===== src/rtl/tka_pkg.sv =====
`default_nettype none

package tka_pkg;

  localparam int MAX_CLASSES_DEF = 32;

  localparam int SCORE_W   = 32;
  localparam int LABEL_W   = 16;
  localparam int COUNT_W   = 32;
  localparam int RATIO_W   = 17;
  localparam int TOPK_W    = 6;
  localparam int CLS_OUT_W = 5;
  localparam int CFG_IDX_W = 2;
  localparam int CFG_DATA_W = 16;

  // one quotient bit per step, Q1.16 result
  localparam int DIV_STEPS  = RATIO_W;
  localparam int DIV_STEP_W = $clog2(DIV_STEPS + 1);

  localparam logic [COUNT_W-1:0] COUNT_MAX = '1;

  typedef enum logic [CFG_IDX_W-1:0] {
    REG_TOP_K            = 2'd0,
    REG_IGNORE_ENABLE    = 2'd1,
    REG_IGNORE_LABEL     = 2'd2,
    REG_PER_CLASS_ENABLE = 2'd3
  } cfg_reg_t;

  typedef struct packed {
    logic signed [SCORE_W-1:0] score;
    logic signed [LABEL_W-1:0] label;
    logic                      last_score;
    logic                      last_in_batch;
  } item_t;

  typedef struct packed {
    logic                 kind;
    logic [CLS_OUT_W-1:0] class_index;
    logic [COUNT_W-1:0]   hits;
    logic [COUNT_W-1:0]   total;
    logic [RATIO_W-1:0]   ratio;
    logic [COUNT_W-1:0]   bad_labels;
    logic                 last;
  } result_t;

  typedef struct packed {
    logic clear;
    logic step;
  } rank_ctl_t;

  typedef struct packed {
    logic busy;
    logic done;
  } div_status_t;

  function automatic logic [COUNT_W-1:0] sat_inc(input logic [COUNT_W-1:0] v);
    sat_inc = (v == COUNT_MAX) ? v : v + COUNT_W'(1);
  endfunction

endpackage

`default_nettype wire


===== src/rtl/tka_rank_unit.sv =====
`default_nettype none

module tka_rank_unit
  import tka_pkg::*;
#(
  parameter int MAX_CLASSES = MAX_CLASSES_DEF,
  localparam int CIW = (MAX_CLASSES > 1) ? $clog2(MAX_CLASSES) : 1,
  localparam int CPW = $clog2(MAX_CLASSES + 1)
) (
  input  wire logic                      clk,
  input  wire logic                      rst,
  input  wire rank_ctl_t                 ctl,
  input  wire logic signed [SCORE_W-1:0] label_score,
  input  wire logic [CIW-1:0]            label_class,
  input  wire logic signed [SCORE_W-1:0] score,
  input  wire logic [CIW-1:0]            score_class,
  output logic [CPW-1:0]                 above
);

  logic signed [SCORE_W-1:0] ref_score;
  logic [CIW-1:0]            ref_class;
  logic                      ranks_above;

  // equal scores: the higher class index ranks first
  assign ranks_above = (score_class != ref_class) &&
                       ((score > ref_score) ||
                        ((score == ref_score) && (score_class > ref_class)));

  always_ff @(posedge clk) begin
    if (ctl.clear) begin
      ref_score <= label_score;
      ref_class <= label_class;
    end
  end

  always_ff @(posedge clk) begin
    if (rst || ctl.clear) begin
      above <= '0;
    end else if (ctl.step && ranks_above) begin
      above <= above + CPW'(1);
    end
  end

endmodule

`default_nettype wire


===== src/rtl/tka_ratio_div.sv =====
`default_nettype none

module tka_ratio_div
  import tka_pkg::*;
(
  input  wire logic               clk,
  input  wire logic               rst,
  input  wire logic               start,
  input  wire logic [COUNT_W-1:0] hits,
  input  wire logic [COUNT_W-1:0] total,
  output div_status_t             status,
  output logic [RATIO_W-1:0]      ratio
);

  logic [COUNT_W:0]      rem;
  logic [COUNT_W-1:0]    divisor;
  logic [DIV_STEP_W-1:0] steps_left;
  logic                  busy;
  logic                  done;
  logic                  fits;
  logic [COUNT_W:0]      rem_sub;

  assign fits    = rem >= {1'b0, divisor};
  assign rem_sub = fits ? rem - {1'b0, divisor} : rem;

  always_ff @(posedge clk) begin
    if (rst) begin
      busy <= 1'b0;
      done <= 1'b0;
    end else begin
      done <= 1'b0;
      if (start) begin
        // hits never exceed total, so the quotient fits in 17 bits
        busy <= (total != '0);
        done <= (total == '0);
      end else if (busy && steps_left == DIV_STEP_W'(1)) begin
        busy <= 1'b0;
        done <= 1'b1;
      end
    end
  end

  always_ff @(posedge clk) begin
    if (start) begin
      rem        <= {1'b0, hits};
      divisor    <= total;
      ratio      <= '0;
      steps_left <= DIV_STEP_W'(DIV_STEPS);
    end else if (busy) begin
      ratio      <= {ratio[RATIO_W-2:0], fits};
      rem        <= {rem_sub[COUNT_W-1:0], 1'b0};
      steps_left <= steps_left - DIV_STEP_W'(1);
    end
  end

  assign status.busy = busy;
  assign status.done = done;

endmodule

`default_nettype wire


===== src/rtl/topk_accuracy_counter.sv =====
`default_nettype none

// Top-k accuracy counter. Class scores of a position arrive one per beat in class
// order. The beat with last_score closes the position: the label's score is
// fetched from the score store and the stored classes are walked through one
// comparator, one class a cycle; the walk is skipped when the label is ignored
// or out of range, and a per-class count write follows when per-class counts
// are kept. item_ready stays low meanwhile. With last_in_batch the block then
// reports: the overall result and, when per_class_enable is set, one result per
// class. Each result waits on a shared 17-step divider for its Q1.16 ratio, and
// a result beat also waits on any output stall. All counters clear after the
// last beat.
module topk_accuracy_counter
  import tka_pkg::*;
#(
  parameter int MAX_CLASSES = MAX_CLASSES_DEF
) (
  input  wire logic                  clk,
  input  wire logic                  rst,
  input  wire logic                  cfg_valid,
  output logic                       cfg_ready,
  input  wire logic [CFG_IDX_W-1:0]  cfg_index,
  input  wire logic [CFG_DATA_W-1:0] cfg_data,
  input  wire logic                  item_valid,
  output logic                       item_ready,
  input  wire item_t                 item,
  output logic                       result_valid,
  input  wire logic                  result_ready,
  output result_t                    result
);

  localparam int CIW = (MAX_CLASSES > 1) ? $clog2(MAX_CLASSES) : 1;
  localparam int CPW = $clog2(MAX_CLASSES + 1);
  localparam int AW  = (CPW > TOPK_W) ? CPW : TOPK_W;

  typedef enum logic [8:0] {
    S_IDLE   = 9'b000000001,
    S_CHECK  = 9'b000000010,
    S_LREAD  = 9'b000000100,
    S_WALK   = 9'b000001000,
    S_TALLY  = 9'b000010000,
    S_CWRITE = 9'b000100000,
    S_RSTART = 9'b001000000,
    S_RWAIT  = 9'b010000000,
    S_EMIT   = 9'b100000000
  } state_t;

  state_t state;

  // configuration
  logic [TOPK_W-1:0]         top_k;
  logic                      ignore_enable;
  logic signed [LABEL_W-1:0] skip_label;
  logic                      per_class_enable;

  // position tracking
  logic [CPW-1:0]            pos;
  logic [CPW-1:0]            classes;
  logic signed [LABEL_W-1:0] label_q;
  logic                      batch_q;
  logic [CPW-1:0]            walk_idx;
  logic [CIW-1:0]            cmp_cls;
  logic                      hit_q;

  // totals
  logic [COUNT_W-1:0] hit_total;
  logic [COUNT_W-1:0] counted_total;
  logic [COUNT_W-1:0] bad_total;

  // report sequencing
  logic           rpt_kind;
  logic [CIW-1:0] rpt_cls;

  // score store
  logic signed [SCORE_W-1:0] score_mem [MAX_CLASSES];
  logic signed [SCORE_W-1:0] score_rd;
  logic [CIW-1:0]            score_addr;

  // per-class counters, label count in the upper half
  logic [2*COUNT_W-1:0]   cnt_mem [MAX_CLASSES];
  logic [MAX_CLASSES-1:0] cnt_vld;
  logic [2*COUNT_W-1:0]   cnt_rd;
  logic                   cnt_rd_vld;
  logic [CIW-1:0]         cnt_addr;
  logic                   cnt_re;
  logic                   cnt_we;
  logic                   cnt_clear;
  logic [COUNT_W-1:0]     cls_labels;
  logic [COUNT_W-1:0]     cls_hits;

  logic [LABEL_W-1:0] label_u;
  logic [CIW-1:0]     lab_idx;
  logic               lab_ignored;
  logic               lab_bad;
  logic               item_fire;
  logic               emit_fire;
  logic               final_beat;
  logic               hit_now;
  logic [CPW-1:0]     pos_inc;

  rank_ctl_t          rank_ctl;
  logic [CPW-1:0]     above;

  logic               div_start;
  logic [COUNT_W-1:0] div_hits;
  logic [COUNT_W-1:0] div_total;
  div_status_t        div_st;
  logic [RATIO_W-1:0] div_ratio;

  assign cfg_ready  = 1'b1;
  assign item_ready = (state == S_IDLE);
  assign item_fire  = item_valid && item_ready;

  assign label_u     = label_q;
  assign lab_idx     = label_u[CIW-1:0];
  assign lab_ignored = ignore_enable && (label_q == skip_label);
  assign lab_bad     = label_u[LABEL_W-1] || (label_u >= LABEL_W'(classes));

  assign pos_inc = (pos < CPW'(MAX_CLASSES)) ? pos + CPW'(1) : pos;

  assign hit_now = AW'(above) < AW'(top_k);

  assign cls_labels = cnt_rd_vld ? cnt_rd[2*COUNT_W-1:COUNT_W] : '0;
  assign cls_hits   = cnt_rd_vld ? cnt_rd[COUNT_W-1:0] : '0;

  assign emit_fire  = (state == S_EMIT) && (!result_valid || result_ready);
  assign final_beat = rpt_kind ? (rpt_cls == CIW'(MAX_CLASSES - 1)) : !per_class_enable;

  assign score_addr = (state == S_CHECK) ? lab_idx : walk_idx[CIW-1:0];

  always_comb begin
    cnt_addr = lab_idx;
    if (state == S_EMIT) begin
      cnt_addr = rpt_kind ? rpt_cls + CIW'(1) : '0;
    end
  end

  assign cnt_re    = ((state == S_TALLY) && per_class_enable) || (emit_fire && !final_beat);
  assign cnt_we    = (state == S_CWRITE);
  assign cnt_clear = emit_fire && final_beat;

  assign rank_ctl.clear = (state == S_LREAD);
  assign rank_ctl.step  = (state == S_WALK);

  assign div_start = (state == S_RSTART);
  assign div_hits  = rpt_kind ? cls_hits : hit_total;
  assign div_total = rpt_kind ? cls_labels : counted_total;

  tka_rank_unit #(
    .MAX_CLASSES(MAX_CLASSES)
  ) u_rank (
    .clk        (clk),
    .rst        (rst),
    .ctl        (rank_ctl),
    .label_score(score_rd),
    .label_class(lab_idx),
    .score      (score_rd),
    .score_class(cmp_cls),
    .above      (above)
  );

  tka_ratio_div u_div (
    .clk   (clk),
    .rst   (rst),
    .start (div_start),
    .hits  (div_hits),
    .total (div_total),
    .status(div_st),
    .ratio (div_ratio)
  );

  always_ff @(posedge clk) begin
    if (item_fire && pos < CPW'(MAX_CLASSES)) begin
      score_mem[pos[CIW-1:0]] <= item.score;
    end
    score_rd <= score_mem[score_addr];
  end

  always_ff @(posedge clk) begin
    if (cnt_we) begin
      cnt_mem[lab_idx] <= {sat_inc(cls_labels), hit_q ? sat_inc(cls_hits) : cls_hits};
    end
    if (cnt_re) begin
      cnt_rd     <= cnt_mem[cnt_addr];
      cnt_rd_vld <= cnt_vld[cnt_addr];
    end
  end

  always_ff @(posedge clk) begin
    if (rst || cnt_clear) begin
      cnt_vld <= '0;
    end else if (cnt_we) begin
      cnt_vld[lab_idx] <= 1'b1;
    end
  end

  // configuration writes
  always_ff @(posedge clk) begin
    if (rst) begin
      top_k            <= TOPK_W'(1);
      ignore_enable    <= 1'b0;
      skip_label       <= '0;
      per_class_enable <= 1'b0;
    end else if (cfg_valid && cfg_ready) begin
      case (cfg_reg_t'(cfg_index))
        REG_TOP_K:            top_k            <= cfg_data[TOPK_W-1:0];
        REG_IGNORE_ENABLE:    ignore_enable    <= cfg_data[0];
        REG_IGNORE_LABEL:     skip_label       <= cfg_data;
        REG_PER_CLASS_ENABLE: per_class_enable <= cfg_data[0];
        default: ;
      endcase
    end
  end

  // payload registers
  always_ff @(posedge clk) begin
    if (item_fire && item.last_score) begin
      label_q <= item.label;
      batch_q <= item.last_in_batch;
    end
    if (state == S_LREAD) begin
      cmp_cls <= '0;
    end else if (state == S_WALK) begin
      cmp_cls <= walk_idx[CIW-1:0];
    end
    if (state == S_TALLY) begin
      hit_q <= hit_now;
    end
    if (emit_fire) begin
      result.kind        <= rpt_kind;
      result.class_index <= CLS_OUT_W'(rpt_cls);
      result.hits        <= div_hits;
      result.total       <= div_total;
      result.ratio       <= div_ratio;
      result.bad_labels  <= rpt_kind ? '0 : bad_total;
      result.last        <= final_beat;
    end
  end

  always_ff @(posedge clk) begin
    if (rst) begin
      state         <= S_IDLE;
      pos           <= '0;
      classes       <= '0;
      walk_idx      <= '0;
      hit_total     <= '0;
      counted_total <= '0;
      bad_total     <= '0;
      rpt_kind      <= 1'b0;
      rpt_cls       <= '0;
      result_valid  <= 1'b0;
    end else begin
      if (emit_fire) begin
        result_valid <= 1'b1;
      end else if (result_ready) begin
        result_valid <= 1'b0;
      end

      case (state)
        S_IDLE: begin
          if (item_fire) begin
            if (item.last_score) begin
              classes <= pos_inc;
              pos     <= '0;
              state   <= S_CHECK;
            end else begin
              pos <= pos_inc;
            end
          end
        end
        S_CHECK: begin
          rpt_kind <= 1'b0;
          rpt_cls  <= '0;
          walk_idx <= '0;
          if (lab_ignored) begin
            state <= batch_q ? S_RSTART : S_IDLE;
          end else if (lab_bad) begin
            bad_total <= sat_inc(bad_total);
            state     <= batch_q ? S_RSTART : S_IDLE;
          end else begin
            state <= S_LREAD;
          end
        end
        S_LREAD: begin
          // label score captured, class 0 read issued
          walk_idx <= CPW'(1);
          state    <= S_WALK;
        end
        S_WALK: begin
          if (walk_idx < classes) begin
            walk_idx <= walk_idx + CPW'(1);
          end else begin
            state <= S_TALLY;
          end
        end
        S_TALLY: begin
          counted_total <= sat_inc(counted_total);
          if (hit_now) begin
            hit_total <= sat_inc(hit_total);
          end
          if (per_class_enable) begin
            state <= S_CWRITE;
          end else begin
            state <= batch_q ? S_RSTART : S_IDLE;
          end
        end
        S_CWRITE: begin
          state <= batch_q ? S_RSTART : S_IDLE;
        end
        S_RSTART: begin
          state <= S_RWAIT;
        end
        S_RWAIT: begin
          if (div_st.done) begin
            state <= S_EMIT;
          end
        end
        S_EMIT: begin
          if (emit_fire) begin
            if (final_beat) begin
              hit_total     <= '0;
              counted_total <= '0;
              bad_total     <= '0;
              state         <= S_IDLE;
            end else begin
              if (rpt_kind) begin
                rpt_cls <= rpt_cls + CIW'(1);
              end
              rpt_kind <= 1'b1;
              state    <= S_RSTART;
            end
          end
        end
        default: begin
          state <= S_IDLE;
        end
      endcase
    end
  end

  a_hits_within_total: assert property (@(posedge clk) disable iff (rst)
    hit_total <= counted_total)
    else $error("hit total exceeds counted total");

  a_div_done_when_waiting: assert property (@(posedge clk) disable iff (rst)
    div_st.done |-> state == S_RWAIT)
    else $error("divider finished outside report wait");

  a_div_busy_when_waiting: assert property (@(posedge clk) disable iff (rst)
    div_st.busy |-> state == S_RWAIT)
    else $error("divider running outside report wait");

  a_walk_in_range: assert property (@(posedge clk) disable iff (rst)
    state == S_WALK |-> walk_idx <= classes)
    else $error("class walk ran past class count");

  a_result_consistent: assert property (@(posedge clk) disable iff (rst)
    result_valid |-> (result.hits <= result.total) && (result.ratio <= RATIO_W'(65536)))
    else $error("result beat has inconsistent counts or ratio");

  a_report_ends_idle: assert property (@(posedge clk) disable iff (rst)
    emit_fire && final_beat |=> state == S_IDLE && cnt_vld == '0 && counted_total == '0)
    else $error("counters not cleared after final report beat");

endmodule

`default_nettype wire

===== config.mk =====
export PLATFORM = sky130hd
export DESIGN_NAME = topk_accuracy_counter
export DESIGN_NICKNAME = d
export VERILOG_FILES = /design/src/rtl/tka_pkg.sv /design/src/rtl/tka_rank_unit.sv /design/src/rtl/tka_ratio_div.sv /design/src/rtl/topk_accuracy_counter.sv
export SDC_FILE = /design/constraint.sdc
export NUM_CORES = 2
export LEC_CHECK = 0
export BUFFER_PORTS_ARGS = -buffer_cell sky130_fd_sc_hd__buf_2
export CELL_PAD_IN_SITES_DETAIL_PLACEMENT = 0
export CELL_PAD_IN_SITES_GLOBAL_PLACEMENT = 1
export CORE_MARGIN = 4
export CORE_UTILIZATION = 50
export CTS_CLUSTER_SIZE = 30
export DETAILED_ROUTE_END_ITERATION = 12
export PLACE_DENSITY = 0.8
export SYNTH_ARGS = -nofsm -noshare
export SYNTH_HDL_FRONTEND = slang
export SYNTH_HIERARCHICAL = 1
export SYNTH_SLANG_ARGS = --single-unit

===== constraint.sdc =====
create_clock -name clk -period 17 [get_ports clk]
set_input_delay 1.7 -clock clk [delete_from_list [all_inputs] [get_ports clk]]
set_output_delay 1.7 -clock clk [all_outputs]
set_load 0.1 [all_outputs]

==> implementation parameters <==
Parameter                              Value

Status
  Result of the run    complete, no violations

Drt
  Via-to-Cell Ratio    6.31
  WL final    around 430 mm
  Number of vias in the routed layout    95.4k
  Average detailed-routed wire length per instance    28.8 um
  Initial detailed-routing violation count    14.3k
  Pre-Repair DR Iteration Count    6
  Remaining routing DRC violations    0
  Post-DRT Antenna Nets    0

Placed design
  Final weighted congestion of routability-driven global placement    0.855
  Placed instance count    14.4k
  HPWL reported at the end of detailed placement    roughly 230 mm
  Buffers on Ports    194

STA
  Setup repair after global routing missed its margin    no
  Period Utilization, post-route    0.371
  WHS    around 0.44 ns
  Skew final    0.115 ns
  Worst Tran Pin Value    around 1.3 ns
  Time the worst path needs with I/O delays and setup    6.31 ns
  Tightest slew margin relative to the limit    0.113
  Final hold violation count    0
  Pins Over Slew Limit    0
  Fmax    158 MHz
  Finish-stage setup viols    0
  Setup total negative slack    0 ns

Layout
  Footprint of the flip-flops and latches    about 110000 um^2
  Number of standard cells in the final layout excluding fillers    ~15k
  Post-layout util    0.566
  Area growth syn-to-layout    12.3%
  Most frequent cells in the layout    sky130_fd_sc_hd__edfxtp_1, sky130_fd_sc_hd__nand2_1, sky130_fd_sc_hd__nand3_1
  Final-layout fill cell count    22.4k
  NumNets Final    approximately 11k
  Share of cells above drive strength 1    0.102
  Commonest non-fill, non-tap cell in the layout    sky130_fd_sc_hd__edfxtp_1
  Area of the multi-input gates    roughly 37000 um^2

Floorplan
  Height of the chip    approximately 550 um
  Number of standard-cell rows in the floorplan    197
  Number of top-level design ports    approximately 200
  Effective utilization at floorplan    0.504
  Total Die Area    around 300000 um^2
  Die Width    between 500 and 600 um
  Core area    ~290000 um^2

Clock tree
  Clock edge transition at the registers on the reported setup and hold paths    0.06 ns
  Clk buf depth    4
  Buffer type at the clock tree root    sky130_fd_sc_hd__clkbuf_16
  TritonCTS buffer count    approximately 370
  Clock Sinks    roughly 3.6k
  Htree depth    5
  Number of buffers added for setup after CTS    0
  Clock Latency Late Sink    between 0.9 and 1 ns
  CTS tree    built
  CTS Hold Bufs    0
  Number of gates given a new drive strength after cts    0

Logic synthesis
  Net count of the mapped netlist    10.9k
  Average cell area after synthesis    13.5 um^2
  Yosys warns    6
  Mapped Cells    ~11k
  Cell area after synthesis    about 150000 um^2

Setup path
  Critical Path RT    ~18 ns
  Arrival time at the worst endpoint    between 7 and 8 ns
  Crit-path max FO    between 150 and 200
  Startpoint type of the worst setup path    flip-flop
  Class of the most critical setup path    reg2reg
  Type of element capturing the critical path    flip-flop

Power
  Switching power summed over all nets    between 4 and 5 mW
  Power per standard cell area    115 nW/um^2
  Combinational fraction of design power    0.051
  Portion of total power attributed to the clock network    0.430
  Power share of the sequential group    0.519
  Sw Share    0.222
  Int Pwr    roughly 15 mW
  Largest vdd supply drop    just over 0.00009 V
  Static power due to leakage    55.5 nW

Global route
  Global routing usage summed across all routing layers    0.280
  Largest net degree at the start of global routing    ~210
  Wire length of the first global-routing pass    approximately 620 mm
  Via count of the first global-routing pass    just under 90k
  Remaining global-route overflow    0
  Antenna violations before repair    38

Run
  Max Cap Violations    0

Hold path
  Class of the tightest hold or removal check    reg2reg
critical path, cell delays in order (launching register included):
cell and delay [ns]:
sky130_fd_sc_hd__dfxtp_4 0.81, sky130_fd_sc_hd__nor2b_1 0.29, sky130_fd_sc_hd__nand4_1 0.22, sky130_fd_sc_hd__buf_4 0.32
sky130_fd_sc_hd__nand2_8 0.68, sky130_fd_sc_hd__buf_4 0.85, sky130_fd_sc_hd__buf_12 0.74, sky130_fd_sc_hd__buf_4 0.89
sky130_fd_sc_hd__mux2i_1 0.19, sky130_fd_sc_hd__a221o_1 0.39, sky130_fd_sc_hd__a311oi_1 0.26, sky130_fd_sc_hd__o21ai_0 0.13
sky130_fd_sc_hd__a21oi_1 0.17
per-layer routing:
metal / track usage / routed length [um]
met1: 0.401 / 168000
met2: 0.425 / 194000
met3: 0.0657 / 55900
met4: 0.0948 / 15800
met5: 0 / 172
worst paths after layout:
kind	slack, ns	end	cells after the start	start
worst max-delay path	10.69	cnt_rd[54]$_DFFE_PP_	12	rpt_kind$_SDFFE_PP0P_
worst min-delay path	0.44	u_rank/ref_score[18]$_DFFE_PP_	0	score_rd[18]$_DFF_P_
worst max register to register	10.69	cnt_rd[54]$_DFFE_PP_	12	rpt_kind$_SDFFE_PP0P_
worst min register to register	0.44	u_rank/ref_score[18]$_DFFE_PP_	0	score_rd[18]$_DFF_P_
cell type report:
cell class | count | share of cell area
repair buffers | 409 | 0.0164
inverters | 171 | 0.00395
flip-flops and latches | 3630 | 0.650
clock inverters | 194 | 0.0132
well taps | 3880 | 0.0296
clock buffers | 489 | 0.0610
multi-input cells | 6327 | 0.225
diodes | 18 | 0.000275
power groups by stage:
stage	Clock (mW)	Sequential (mW)	Combinational, mW
after floorplan	0	9.93	0.605
after global placement	0	9.95	0.922
after detailed placement	0	9.95	0.939
after CTS	8.17	9.76	0.945
after global routing	8.56	9.76	1.03
final	8.10	9.76	0.964
registers in the layout (all words and copies together), names as in the netlist, 17 cells and up:
name              count
cnt_mem            2048
score_mem          1024
result              120
cnt_rd               64
u_div/rem            33
bad_total            32
cnt_vld              32
counted_total        32
hit_total            32
score_rd             32
u_div/divisor        32
u_rank/ref_score     32
u_div/ratio          17
through the flow:
stage / instance area, um^2 / total power, mW / setup slack, ns
floorplan: 146000 / 10.5 / 9.63
global placement: 152000 / 10.9 / 10.90
detailed placement: 152000 / 10.9 / 10.79
CTS: 164000 / 18.9 / 10.80
global route: 164000 / 19.4 / 10.32
finish: 164000 / 18.8 / 10.69
No activity file was read; power rests on OpenSTA's default activity.
